[src/design/ddwp_pkg.sv]
// Shared types and constants for the decimal digit to word packer.
package ddwp_pkg;

    localparam int WORD_W  = 30;
    localparam int DIGIT_W = 4;
    localparam int COUNT_W = 7;
    localparam int SCALE_W = 5;
    localparam int SLOT_W  = 4;

    localparam logic [DIGIT_W-1:0] MAX_DIGIT = 4'd9;

    // Powers of ten used to left-align a short fraction tail.
    localparam logic [WORD_W-1:0] POW10 [10] = '{
        30'd1, 30'd10, 30'd100, 30'd1000, 30'd10000, 30'd100000,
        30'd1000000, 30'd10000000, 30'd100000000, 30'd1000000000
    };

    typedef struct packed {
        logic [DIGIT_W-1:0] digit;
        logic [COUNT_W-1:0] digit_count;
        logic [SCALE_W-1:0] scale_in;
        logic               negative_in;
        logic               first_digit;
    } t_item;

    typedef struct packed {
        logic [WORD_W-1:0]  word;
        logic               word_valid;
        logic [SLOT_W-1:0]  word_slot;
        logic [COUNT_W-1:0] int_digits;
        logic [SCALE_W-1:0] frac_digits;
        logic               negative_out;
        logic               number_done;
    } t_result;

endpackage

[src/design/ddwp_in_reg.sv]
// Input register stage: captures one digit item per cycle unless stalled.
module ddwp_in_reg
    import ddwp_pkg::*;
(
    input  logic  i_clk,
    input  logic  i_rst_n,
    input  logic  i_valid,
    input  t_item i_item,
    output logic  o_stall,
    input  logic  i_advance,
    output logic  o_item_valid,
    output t_item o_item
);

    logic  r_valid;
    t_item r_item;

    // Hold while the item here cannot move on.
    assign o_stall = r_valid && !i_advance;

    always_ff @(posedge i_clk) begin
        if (!i_rst_n) begin
            r_valid <= 1'b0;
        end else if (!o_stall) begin
            r_valid <= i_valid;
        end
    end

    always_ff @(posedge i_clk) begin
        if (i_valid && !o_stall) begin
            r_item <= i_item;
        end
    end

    assign o_item_valid = r_valid;
    assign o_item       = r_item;

endmodule

[src/design/ddwp_core.sv]
// Packing logic: group accumulator, digit counters and word emission.
module ddwp_core
    import ddwp_pkg::*;
#(
    parameter int DIGITS_PER_GROUP = 9,
    parameter int MAX_SLOTS        = 9,
    parameter int MAX_DIGITS       = 65
) (
    input  logic    i_clk,
    input  logic    i_rst_n,
    input  logic    i_fire,
    input  t_item   i_item,
    output logic    o_has_result,
    output t_result o_result
);

    localparam int SLOT_CNT_W = $clog2(MAX_SLOTS + 1);
    localparam int TAB_DEPTH  = 2 ** COUNT_W;

    typedef logic [3:0] t_mod_tab [TAB_DEPTH];

    function automatic t_mod_tab build_mod_tab();
        t_mod_tab tab;
        for (int i = 0; i < TAB_DEPTH; i++) begin
            tab[i] = 4'(i % DIGITS_PER_GROUP);
        end
        return tab;
    endfunction

    localparam t_mod_tab MOD_TAB = build_mod_tab();

    logic [WORD_W-1:0]     r_acc,   n_acc;
    logic [COUNT_W-1:0]    r_seen,  n_seen;
    logic [SLOT_CNT_W-1:0] r_slot,  n_slot;
    logic [COUNT_W-1:0]    r_tally, n_tally;
    logic [COUNT_W-1:0]    r_count, n_count;
    logic [SCALE_W-1:0]    r_scale, n_scale;
    logic                  r_sign,  n_sign;

    logic [DIGIT_W-1:0]    d;
    logic [COUNT_W-1:0]    cnt_sat;
    logic [SCALE_W-1:0]    sc_sat;
    logic [WORD_W-1:0]     acc_b;
    logic [COUNT_W-1:0]    seen_b;
    logic [SLOT_CNT_W-1:0] slot_b;
    logic [COUNT_W-1:0]    tally_b;
    logic                  zero_dec;
    logic                  active;
    logic [WORD_W-1:0]     acc_new;
    logic [COUNT_W-1:0]    p;
    logic [COUNT_W-1:0]    int_n;
    logic [COUNT_W-1:0]    frac_pos;
    logic [3:0]            tail;
    logic [3:0]            k;
    logic [3:0]            k_up;
    logic [2*WORD_W-1:0]   prod_hi;
    logic [WORD_W+DIGIT_W-1:0] prod_lo;
    logic [WORD_W-1:0]     w_tail;
    logic [WORD_W-1:0]     w;
    logic                  done;
    logic                  is_int;
    logic                  closes;
    logic                  drop;
    logic                  store;

    always_comb begin
        d = (i_item.digit > MAX_DIGIT) ? MAX_DIGIT : i_item.digit;

        cnt_sat = (i_item.digit_count > COUNT_W'(MAX_DIGITS)) ?
                  COUNT_W'(MAX_DIGITS) : i_item.digit_count;
        sc_sat  = ({2'b00, i_item.scale_in} > cnt_sat) ?
                  cnt_sat[SCALE_W-1:0] : i_item.scale_in;

        // A first item restarts the number before its digit is used.
        if (i_item.first_digit) begin
            n_count = cnt_sat;
            n_scale = sc_sat;
            n_sign  = i_item.negative_in;
            acc_b   = '0;
            seen_b  = '0;
            slot_b  = '0;
            tally_b = cnt_sat - {2'b00, sc_sat};
        end else begin
            n_count = r_count;
            n_scale = r_scale;
            n_sign  = r_sign;
            acc_b   = r_acc;
            seen_b  = r_seen;
            slot_b  = r_slot;
            tally_b = r_tally;
        end

        zero_dec = i_item.first_digit && (cnt_sat == '0);
        active   = !zero_dec && (seen_b < n_count);

        acc_new = WORD_W'(({4'b0000, acc_b} << 3) + ({4'b0000, acc_b} << 1)
                          + (WORD_W + 4)'(d));
        p        = seen_b + 7'd1;
        int_n    = n_count - {2'b00, n_scale};
        done     = (p == n_count);
        is_int   = (p <= int_n);
        frac_pos = p - int_n;
        tail     = MOD_TAB[frac_pos];

        // Short tail: acc*10^(k+1) + d*10^k, with k the missing digits.
        k       = 4'(DIGITS_PER_GROUP) - tail;
        k_up    = (tail == 4'd0) ? 4'd0 : k + 4'd1;
        prod_hi = (2*WORD_W)'(acc_b) * (2*WORD_W)'(POW10[k_up]);
        prod_lo = (WORD_W+DIGIT_W)'(d) * (WORD_W+DIGIT_W)'(POW10[k]);
        w_tail  = WORD_W'(prod_hi) + WORD_W'(prod_lo);

        if (is_int) begin
            closes = (MOD_TAB[int_n - p] == 4'd0);
            w      = acc_new;
        end else if (tail == 4'd0) begin
            closes = 1'b1;
            w      = acc_new;
        end else begin
            closes = done;
            w      = w_tail;
        end

        drop  = is_int && (w == '0) && (slot_b == '0);
        store = !drop && (slot_b < SLOT_CNT_W'(MAX_SLOTS));

        n_seen  = active ? p : seen_b;
        n_acc   = (active && closes) ? '0 : (active ? acc_new : acc_b);
        n_tally = (active && closes && drop) ? (int_n - p) : tally_b;
        n_slot  = (active && closes && store) ? slot_b + SLOT_CNT_W'(1) : slot_b;

        o_has_result = zero_dec || (active && closes);

        o_result.word         = (!zero_dec && store) ? w : '0;
        o_result.word_valid   = !zero_dec && store;
        o_result.word_slot    = (!zero_dec && store) ? SLOT_W'(slot_b) : '0;
        o_result.int_digits   = n_tally;
        o_result.frac_digits  = n_scale;
        o_result.negative_out = n_sign;
        o_result.number_done  = zero_dec || done;
    end

    always_ff @(posedge i_clk) begin
        if (!i_rst_n) begin
            r_acc   <= '0;
            r_seen  <= '0;
            r_slot  <= '0;
            r_tally <= '0;
            r_count <= '0;
            r_scale <= '0;
            r_sign  <= 1'b0;
        end else if (i_fire) begin
            r_acc   <= n_acc;
            r_seen  <= n_seen;
            r_slot  <= n_slot;
            r_tally <= n_tally;
            r_count <= n_count;
            r_scale <= n_scale;
            r_sign  <= n_sign;
        end
    end

endmodule

[src/design/ddwp_out_reg.sv]
// Result register: holds one word result until the receiver takes it.
module ddwp_out_reg
    import ddwp_pkg::*;
(
    input  logic    i_clk,
    input  logic    i_rst_n,
    input  logic    i_fire,
    input  logic    i_has_result,
    input  t_result i_result,
    output logic    o_advance,
    output logic    o_valid,
    input  logic    i_stall,
    output t_result o_result
);

    logic    r_valid;
    t_result r_result;

    assign o_advance = !r_valid || !i_stall;

    always_ff @(posedge i_clk) begin
        if (!i_rst_n) begin
            r_valid <= 1'b0;
        end else if (o_advance) begin
            r_valid <= i_fire && i_has_result;
        end
    end

    always_ff @(posedge i_clk) begin
        if (o_advance && i_fire && i_has_result) begin
            r_result <= i_result;
        end
    end

    assign o_valid  = r_valid;
    assign o_result = r_result;

endmodule

[src/design/decimal_digits_to_word_packer.sv]
// Top level of the decimal digit to base-1e9 word packer.
//
// Input channel (i_valid / o_stall): one decimal digit per word, most
// significant first, with the number's digit count, scale and sign; the
// first digit of each number is flagged by i_first_digit.
// Output channel (o_valid / i_stall): one result per closed digit group,
// or one result for a zero-digit number. Most digits give no result.
// Throughput: one digit per cycle while the receiver does not stall, set by the
// group accumulator, which does its multiply-by-ten and add combinationally.
// A digit is first captured in the input register; its result is then formed
// by the core and loaded into the result register, where the receiver takes it.
// When the receiver stalls on a held result, the result register holds; the
// input register takes one more digit if empty, then o_stall rises until the result moves.
// Reset empties both registers and clears all counters; the block accepts
// digits as soon as reset is released. Digits before any first digit, or past
// the declared count, are dropped without a result.
module decimal_digits_to_word_packer
    import ddwp_pkg::*;
#(
    parameter int DIGITS_PER_GROUP = 9,
    parameter int MAX_SLOTS        = 9,
    parameter int MAX_DIGITS       = 65
) (
    input  logic               i_clk,
    input  logic               i_rst_n,
    input  logic               i_valid,
    output logic               o_stall,
    input  logic [DIGIT_W-1:0] i_digit,
    input  logic [COUNT_W-1:0] i_digit_count,
    input  logic [SCALE_W-1:0] i_scale_in,
    input  logic               i_negative_in,
    input  logic               i_first_digit,
    output logic               o_valid,
    input  logic               i_stall,
    output logic [WORD_W-1:0]  o_word,
    output logic               o_word_valid,
    output logic [SLOT_W-1:0]  o_word_slot,
    output logic [COUNT_W-1:0] o_int_digits,
    output logic [SCALE_W-1:0] o_frac_digits,
    output logic               o_negative_out,
    output logic               o_number_done
);

    t_item   in_item;
    t_item   stage_item;
    logic    stage_valid;
    logic    advance;
    logic    fire;
    logic    has_result;
    t_result core_result;
    t_result out_result;

    always_comb begin
        in_item.digit       = i_digit;
        in_item.digit_count = i_digit_count;
        in_item.scale_in    = i_scale_in;
        in_item.negative_in = i_negative_in;
        in_item.first_digit = i_first_digit;
    end

    assign fire = stage_valid && advance;

    ddwp_in_reg u_in_reg (
        .i_clk        (i_clk),
        .i_rst_n      (i_rst_n),
        .i_valid      (i_valid),
        .i_item       (in_item),
        .o_stall      (o_stall),
        .i_advance    (advance),
        .o_item_valid (stage_valid),
        .o_item       (stage_item)
    );

    ddwp_core #(
        .DIGITS_PER_GROUP (DIGITS_PER_GROUP),
        .MAX_SLOTS        (MAX_SLOTS),
        .MAX_DIGITS       (MAX_DIGITS)
    ) u_core (
        .i_clk        (i_clk),
        .i_rst_n      (i_rst_n),
        .i_fire       (fire),
        .i_item       (stage_item),
        .o_has_result (has_result),
        .o_result     (core_result)
    );

    ddwp_out_reg u_out_reg (
        .i_clk        (i_clk),
        .i_rst_n      (i_rst_n),
        .i_fire       (fire),
        .i_has_result (has_result),
        .i_result     (core_result),
        .o_advance    (advance),
        .o_valid      (o_valid),
        .i_stall      (i_stall),
        .o_result     (out_result)
    );

    assign o_word         = out_result.word;
    assign o_word_valid   = out_result.word_valid;
    assign o_word_slot    = out_result.word_slot;
    assign o_int_digits   = out_result.int_digits;
    assign o_frac_digits  = out_result.frac_digits;
    assign o_negative_out = out_result.negative_out;
    assign o_number_done  = out_result.number_done;

endmodule

[config.mk]
export PLATFORM = sky130hd
export DESIGN_NAME = decimal_digits_to_word_packer
export DESIGN_NICKNAME = d
export VERILOG_FILES = /design/src/design/ddwp_pkg.sv /design/src/design/ddwp_in_reg.sv /design/src/design/ddwp_core.sv /design/src/design/ddwp_out_reg.sv /design/src/design/decimal_digits_to_word_packer.sv
export SDC_FILE = /design/constraint.sdc
export NUM_CORES = 2
export LEC_CHECK = 0
export BUFFER_PORTS_ARGS = -buffer_cell sky130_fd_sc_hd__buf_4
export CORE_MARGIN = 4
export CORE_UTILIZATION = 65
export CTS_CLUSTER_DIAMETER = 150
export DETAILED_ROUTE_END_ITERATION = 12
export PLACE_DENSITY = 0.83
export SLEW_MARGIN = 40
export SYNTH_ARGS = -nofsm -noshare
export SYNTH_HDL_FRONTEND = slang
export SYNTH_SLANG_ARGS = --single-unit
[constraint.sdc]
create_clock -name i_clk -period 19.7 [get_ports i_clk]
set_input_delay 1.97 -clock i_clk [delete_from_list [all_inputs] [get_ports i_clk]]
set_output_delay 1.97 -clock i_clk [all_outputs]
set_load 0.02 [all_outputs]
== Yosys cells after proc, flatten, opt, wreduce, memory -nomap -nowiden ==
Memory sizes are Yosys's and may differ from the RTL's.
Cells that the tools add are included.
Widths: inputs -> output; s select.

* Input bits: 22
* Register bits: 130
* Word-level logic and storage cells: 110
* Memory bits (read-only): 1984
* Memories: 4
* Output and inout bits: 51

* $mul: 2
* Reductions and logical operators: 29
* Equal/unequal tests: 1
* Order comparisons: 10
* Add/subtract/negate cells: 11
* Bitwise logic cells: 4
* Multiplexer cells: 28

{| class="wikitable"
|+ Memories
! name !! words !! width !! rd ports !! clocked after Yosys merged registers in !! write ports !! RTL line !! source
|-
| (name not given) || 128 || 4 || 1 || 0 || 0 || ddwp_core.sv:113 || <nowiki>closes = (MOD_TAB[int_n - p] == 4'd0);</nowiki>
|-
| (name not given) || 128 || 4 || 1 || 0 || 0 || ddwp_core.sv:103 || <nowiki>tail = MOD_TAB[frac_pos];</nowiki>
|-
| (name not given) || 16 || 30 || 1 || 0 || 0 || ddwp_core.sv:108 || <nowiki>prod_hi = (2*WORD_W)'(acc_b) * (2*WORD_W)'(POW10[k_up]);</nowiki>
|-
| (name not given) || 16 || 30 || 1 || 0 || 0 || ddwp_core.sv:109 || <nowiki>prod_lo = (WORD_W+DIGIT_W)'(d) * (WORD_W+DIGIT_W)'(POW10[k]);</nowiki>
|}

{| class="wikitable"
|+ Operator list
! kind !! count
|-
| $mux 30 || 9
|-
| $add 30x30->30 || 2
|-
| $mux 7 || 6
|-
| $mux 4 || 8
|-
| $add 30x4->30 || 1
|-
| $logic_not 30->1 || 1
|-
| $mul 30x30->30 || 1
|-
| $mul 4x30->30 || 1
|-
| $ge 8x8->1 const B || 2
|-
| $not 7->8 || 2
|-
| $logic_and 1x1->1 || 15
|-
| $sub 7x5->7 || 2
|-
| $sub 7x7->7 || 2
|-
| $logic_not 4->1 || 3
|-
| $ge 5x5->1 const B || 2
|-
| $mux 5 || 2
|-
| $not 4->5 || 2
|-
| $add 4x1->4 const B || 2
|-
| $add 7x1->7 const B || 1
|-
| $eq 7x7->1 || 1
|-
| $gt 5x7->1 || 1
|-
| $gt 7x7->1 const B || 1
|-
| $le 7x7->1 || 1
|-
| $logic_not 7->1 || 1
|-
| other kinds (7) || 16
|}

== Logic depth before layout (Yosys ltp) ==
* Depth in word-level cells: 29
* Mapped depth: 74
* Depth with buffers taken out: 70

== Cells and area by module ==
Synthesis repeated with hierarchy kept, for this count alone.

* Cells, all modules: 3252
* Area total of the unflattened synthesis: 28272.1 µm²

{| class="wikitable"
|+ By module, submodules not included
! module !! times used !! cells each !! seq. area each (µm²) !! area an instance (µm²)
|-
| ddwp_core || 1 || 3175 || 1221.2 || 26160.1
|-
| ddwp_out_reg || 1 || 54 || 1491.4 || 1517.7
|-
| ddwp_in_reg || 1 || 22 || 560.5 || 588.1
|-
| decimal_digits_to_word_packer || 1 || 1 || 0.0 || 6.3
|}

== Least setup slack after synthesis ==
OpenSTA, ideal clock, no wires.

* Kind: flip-flop to flip-flop
* Start: register u_in_reg.r_item (netlist bit u_in_reg.o_item[12])
* End: register u_out_reg.r_result (netlist bit u_out_reg.o_result[30]), data pin
* Buffers on the path: 5
* Stages on the path, launching flop included: 73
* Path slack: 2.943 ns
* Arrival time: 16.482 ns
* Clock period less this slack: 16.757 ns
* Library setup time: 0.276 ns
* Data required time: 19.424 ns
* Cells stage by stage: edfxtp_1 -> nor3_1 -> nand2_1 -> a21oi_1 -> inv_1 -> ha_1 -> nor2b_1 -> o21a_1 -> o21ai_0 -> nand2b_1 -> a21oi_1 -> a2111oi_0 -> a21oi_1 -> mux2_2 -> ha_1 -> fa_1 -> nor2b_1 -> o21ai_0 -> [... 37 more ...] -> inv_1 -> ha_1 -> o21a_1 -> o21ai_0 -> a21boi_0 -> o21ai_0 -> a31oi_1 -> a221o_1 -> a21boi_0 -> o21bai_1 -> xor2_1 -> nor4_1 -> nor2_1 -> nor4_2 -> a21oi_2 -> nand2_1 -> buf_2 -> a211oi_1

{| class="wikitable"
|+ RTL lines
! element !! RTL line !! source
|-
| start: declaration || ddwp_in_reg.sv:16 || <nowiki>t_item r_item;</nowiki>
|-
| start signal: assignment || ddwp_in_reg.sv:31 || <nowiki>r_item <= i_item;</nowiki>
|-
| end signal: assignment || ddwp_out_reg.sv:31 || <nowiki>r_result <= i_result;</nowiki>
|-
| end: declaration || ddwp_out_reg.sv:17 || <nowiki>t_result r_result;</nowiki>
|}

==> results.cfg <==
[global_routing]
grt_remaining_overflow = 0
antenna_found_initial = 4
grt_pass1_wl_um = 149000
grt_pass1_vias = 25600
grt_max_degree = 57
grt_usage_pct = 41.3

[logic_synthesis]
synth_warnings = 0
syn_area_per_cell_um2 = 8.58
syn_area_um2 = 28500
seq_area_frac_synth_pct = 11.5
ys_ff_latch = 130
postSynth.asyncResetShare_pct = 0
ys_types = 106
synth_edf_count = 67
netlist_instances = 3318
synth_nets = 4072
synth_flop_cell = edfxtp_1

[die]
die-area_um2 = 47200
ios = 73
fp.dieH_um = 217
die_x_um = 217
start_util_pct = 66.0
rows = 76
core_um2 = 43200

[critical_path]
cp_slowest_cell = a2111oi_2
reg2reg_depth = 70
arrival_ps = 18740
crit_required_ps = 19890
critPathKind = register to register
critPathCaptureType = register
critPathLaunchType = register
max_stage_delay_ps = 630
cp_max_fo = 20

[timing]
worst_pin_slew_ps = 919
min_period_ps = 18550
maxSlewViolCount = 0
fmax_mhz = 53.9
finalSetupTns_ps = 0
fin_crit_sh_pct = 94.2
relSlewSlack_pct = 38.8
setup_viol = 0
rsz0062_at_grt = false
hold_viol = 0
clock_skew_ps = 19.9

[final_layout]
fillers = 3495
design_area_um2 = 30300
drive_above_1_share_pct = 7.38
utilization_pct = 70.3
synthToLayoutAreaGrowth_pct = 6.53
nets = 4075

[placed_design]
hpwl_um = 76700
placed_cell_area_um2 = 29700
port_buffers = 72
gp_congestion = 1.10

[cts]
clockBufferDepth = 2
cts.sinks = 130
clock_latency_ps = 450
cts_root_buffer = clkbuf_16
hold_buffers = 0
htreeDepth = 4
path_clk_slew_ps = 60
cts_tree = built
cts_buffers = 17
cts_setup_buffers = 0
cts_resized = 0

[routing]
drt_iter0_drc = 3261
first_pass_iters = 9
vias_per_cell = 6.30
route.vias.total = 24700
wl_per_cell_um = 24.4
totalWireLength_um = 95700
ant_nets = 0
drc = 0

[worst_hold_path]
hold_depth = 2
hp-class = register to register

[flow_run]
cap_violations = 0

[status]
status = complete, no violations
==> layer usage <==
metal  share of wire, %  GRT usage [%]  wire [um]  up-vias
li1                   -              -          -    10600
met1                 38           55.1      36100    12000
met2                 43           61.8      40800     1731
met3                 13           12.4      12500      392
met4                6.6           20.8       6340        4
met5              0.024              0         23        -
==> final cells by class <==
type	count	area [um2]	area share [%]
Clock buffer	21	493	1.63
Clock inverter	11	90.1	0.297
Multi-Input combinational cell	2412	22400	73.9
Inverter	633	2380	7.83
Sequential cell	130	3270	10.8
Antenna cell	1	2.50	0.00825
Tap cell	585	732	2.41
Timing Repair Buffer	127	961	3.17
==> synthesized netlist by cell type (7+ instances only) <==
| cell | count | area [um2] |
|---|---|---|
| xor2_1 | 28 | 245 |
| nand2_1 | 274 | 1030 |
| o211ai_1 | 10 | 75.1 |
| nor3_1 | 64 | 320 |
| dfxtp_1 | 63 | 1260 |
| a31oi_1 | 16 | 100 |
| buf_2 | 14 | 70.1 |
| mux2i_1 | 35 | 350 |
| mux2_2 | 9 | 101 |
| clkinv_1 | 9 | 33.8 |
| and2_1 | 28 | 175 |
| or3_1 | 9 | 56.3 |
| fa_1 | 464 | 9290 |
| nand4_1 | 24 | 150 |
| nor2b_1 | 35 | 219 |
| and3_1 | 17 | 106 |
| inv_1 | 621 | 2330 |
| a21oi_1 | 155 | 776 |
| nor2_1 | 426 | 1600 |
| edfxtp_1 | 67 | 2010 |
| a21o_1 | 39 | 293 |
| clkbuf_1 | 118 | 443 |
| or2_2 | 8 | 50.1 |
| xnor2_1 | 95 | 832 |
| a211oi_1 | 30 | 225 |
| nand3_1 | 47 | 235 |
| nor4_1 | 10 | 62.6 |
| o21a_1 | 15 | 113 |
| a22oi_1 | 24 | 180 |
| o21ai_0 | 59 | 295 |
| o22ai_1 | 7 | 43.8 |
| ha_1 | 268 | 3350 |
| nand2b_1 | 55 | 344 |
| o21bai_1 | 15 | 113 |
| buf_1 | 8 | 30.0 |
==> cells in the final DEF (no fill, tap or decap), types with 29 or more instances in the layout <==
| cell | synthesis | routed |
|---|---|---|
| nand2_1 | 274 | 270 |
| ha_1 | 268 | 266 |
| nor3_1 | 64 | 62 |
| xnor2_1 | 95 | 93 |
| nor2_1 | 426 | 426 |
| inv_1 | 621 | 620 |
| a211oi_1 | 30 | 29 |
| fa_1 | 464 | 464 |
| dfxtp_1 | 63 | 63 |
| a21o_1 | 39 | 39 |
| edfxtp_1 | 67 | 67 |
| nand2b_1 | 55 | 52 |
| o21ai_0 | 59 | 59 |
| nand3_1 | 47 | 47 |
| buf_4 | 2 | 126 |
| nor2b_1 | 35 | 33 |
| a21oi_1 | 155 | 151 |
| mux2i_1 | 35 | 35 |
==> worst max-delay path: cells and delay by family (launching register included) <==
| kind | cells | cell delay (ps) |
|---|---|---|
| mux | 1 | 330 |
| simple gates | 16 | 2610 |
| fa+ha+maj | 14 | 6400 |
| flops | 1 | 450 |
| compound gates | 25 | 6120 |
| buf+inv | 12 | 1880 |
| xor+xnor | 2 | 450 |
==> state kept, by name, indices dropped and copies added (netlist names) <==
name,cells
u_core.r_count,7
u_in_reg.o_item,18
u_core.r_slot,4
u_core.r_tally,7
u_core.r_acc,30
u_out_reg.o_result,49
u_core.r_scale,5
u_core.r_seen,7
u_out_reg.o_valid,1
u_in_reg.o_item_valid,1
u_core.r_sign,1
==> through the flow <==
step	worst slack, ps	std cells	hold WS (ps)
floorplan	2940	3318	433
global placement	1290	3886	441
detailed placement	723	3887	452
CTS	604	3919	460
global route	128	3919	482
finish	1150	3920	461
==> cells by family after synthesis <==
logic type,Yosys count,synth area share (%)
simple gates,1038,16.6
buf+inv,776,10.3
fa+ha+maj,732,44.4
compound gates,463,10.9
xor+xnor,131,4.37
flops,130,11.5
mux,48,1.90
==> worst paths after layout <==
| check | startpoint | end | slack (ps) |
|---|---|---|---|
| max | u_in_reg.o_item[12] | u_out_reg.o_result[46] | 1150 |
| min | u_core.r_count[2] | u_core.r_count[2] | 460 |
| max reg2reg | u_in_reg.o_item[12] | u_out_reg.o_result[46] | 1150 |
| min reg2reg | u_core.r_count[2] | u_core.r_count[2] | 460 |
Power is left out: the tool's default activity adds up to more than one toggle a clock period on the data nets, which glitch-free logic cannot reach.
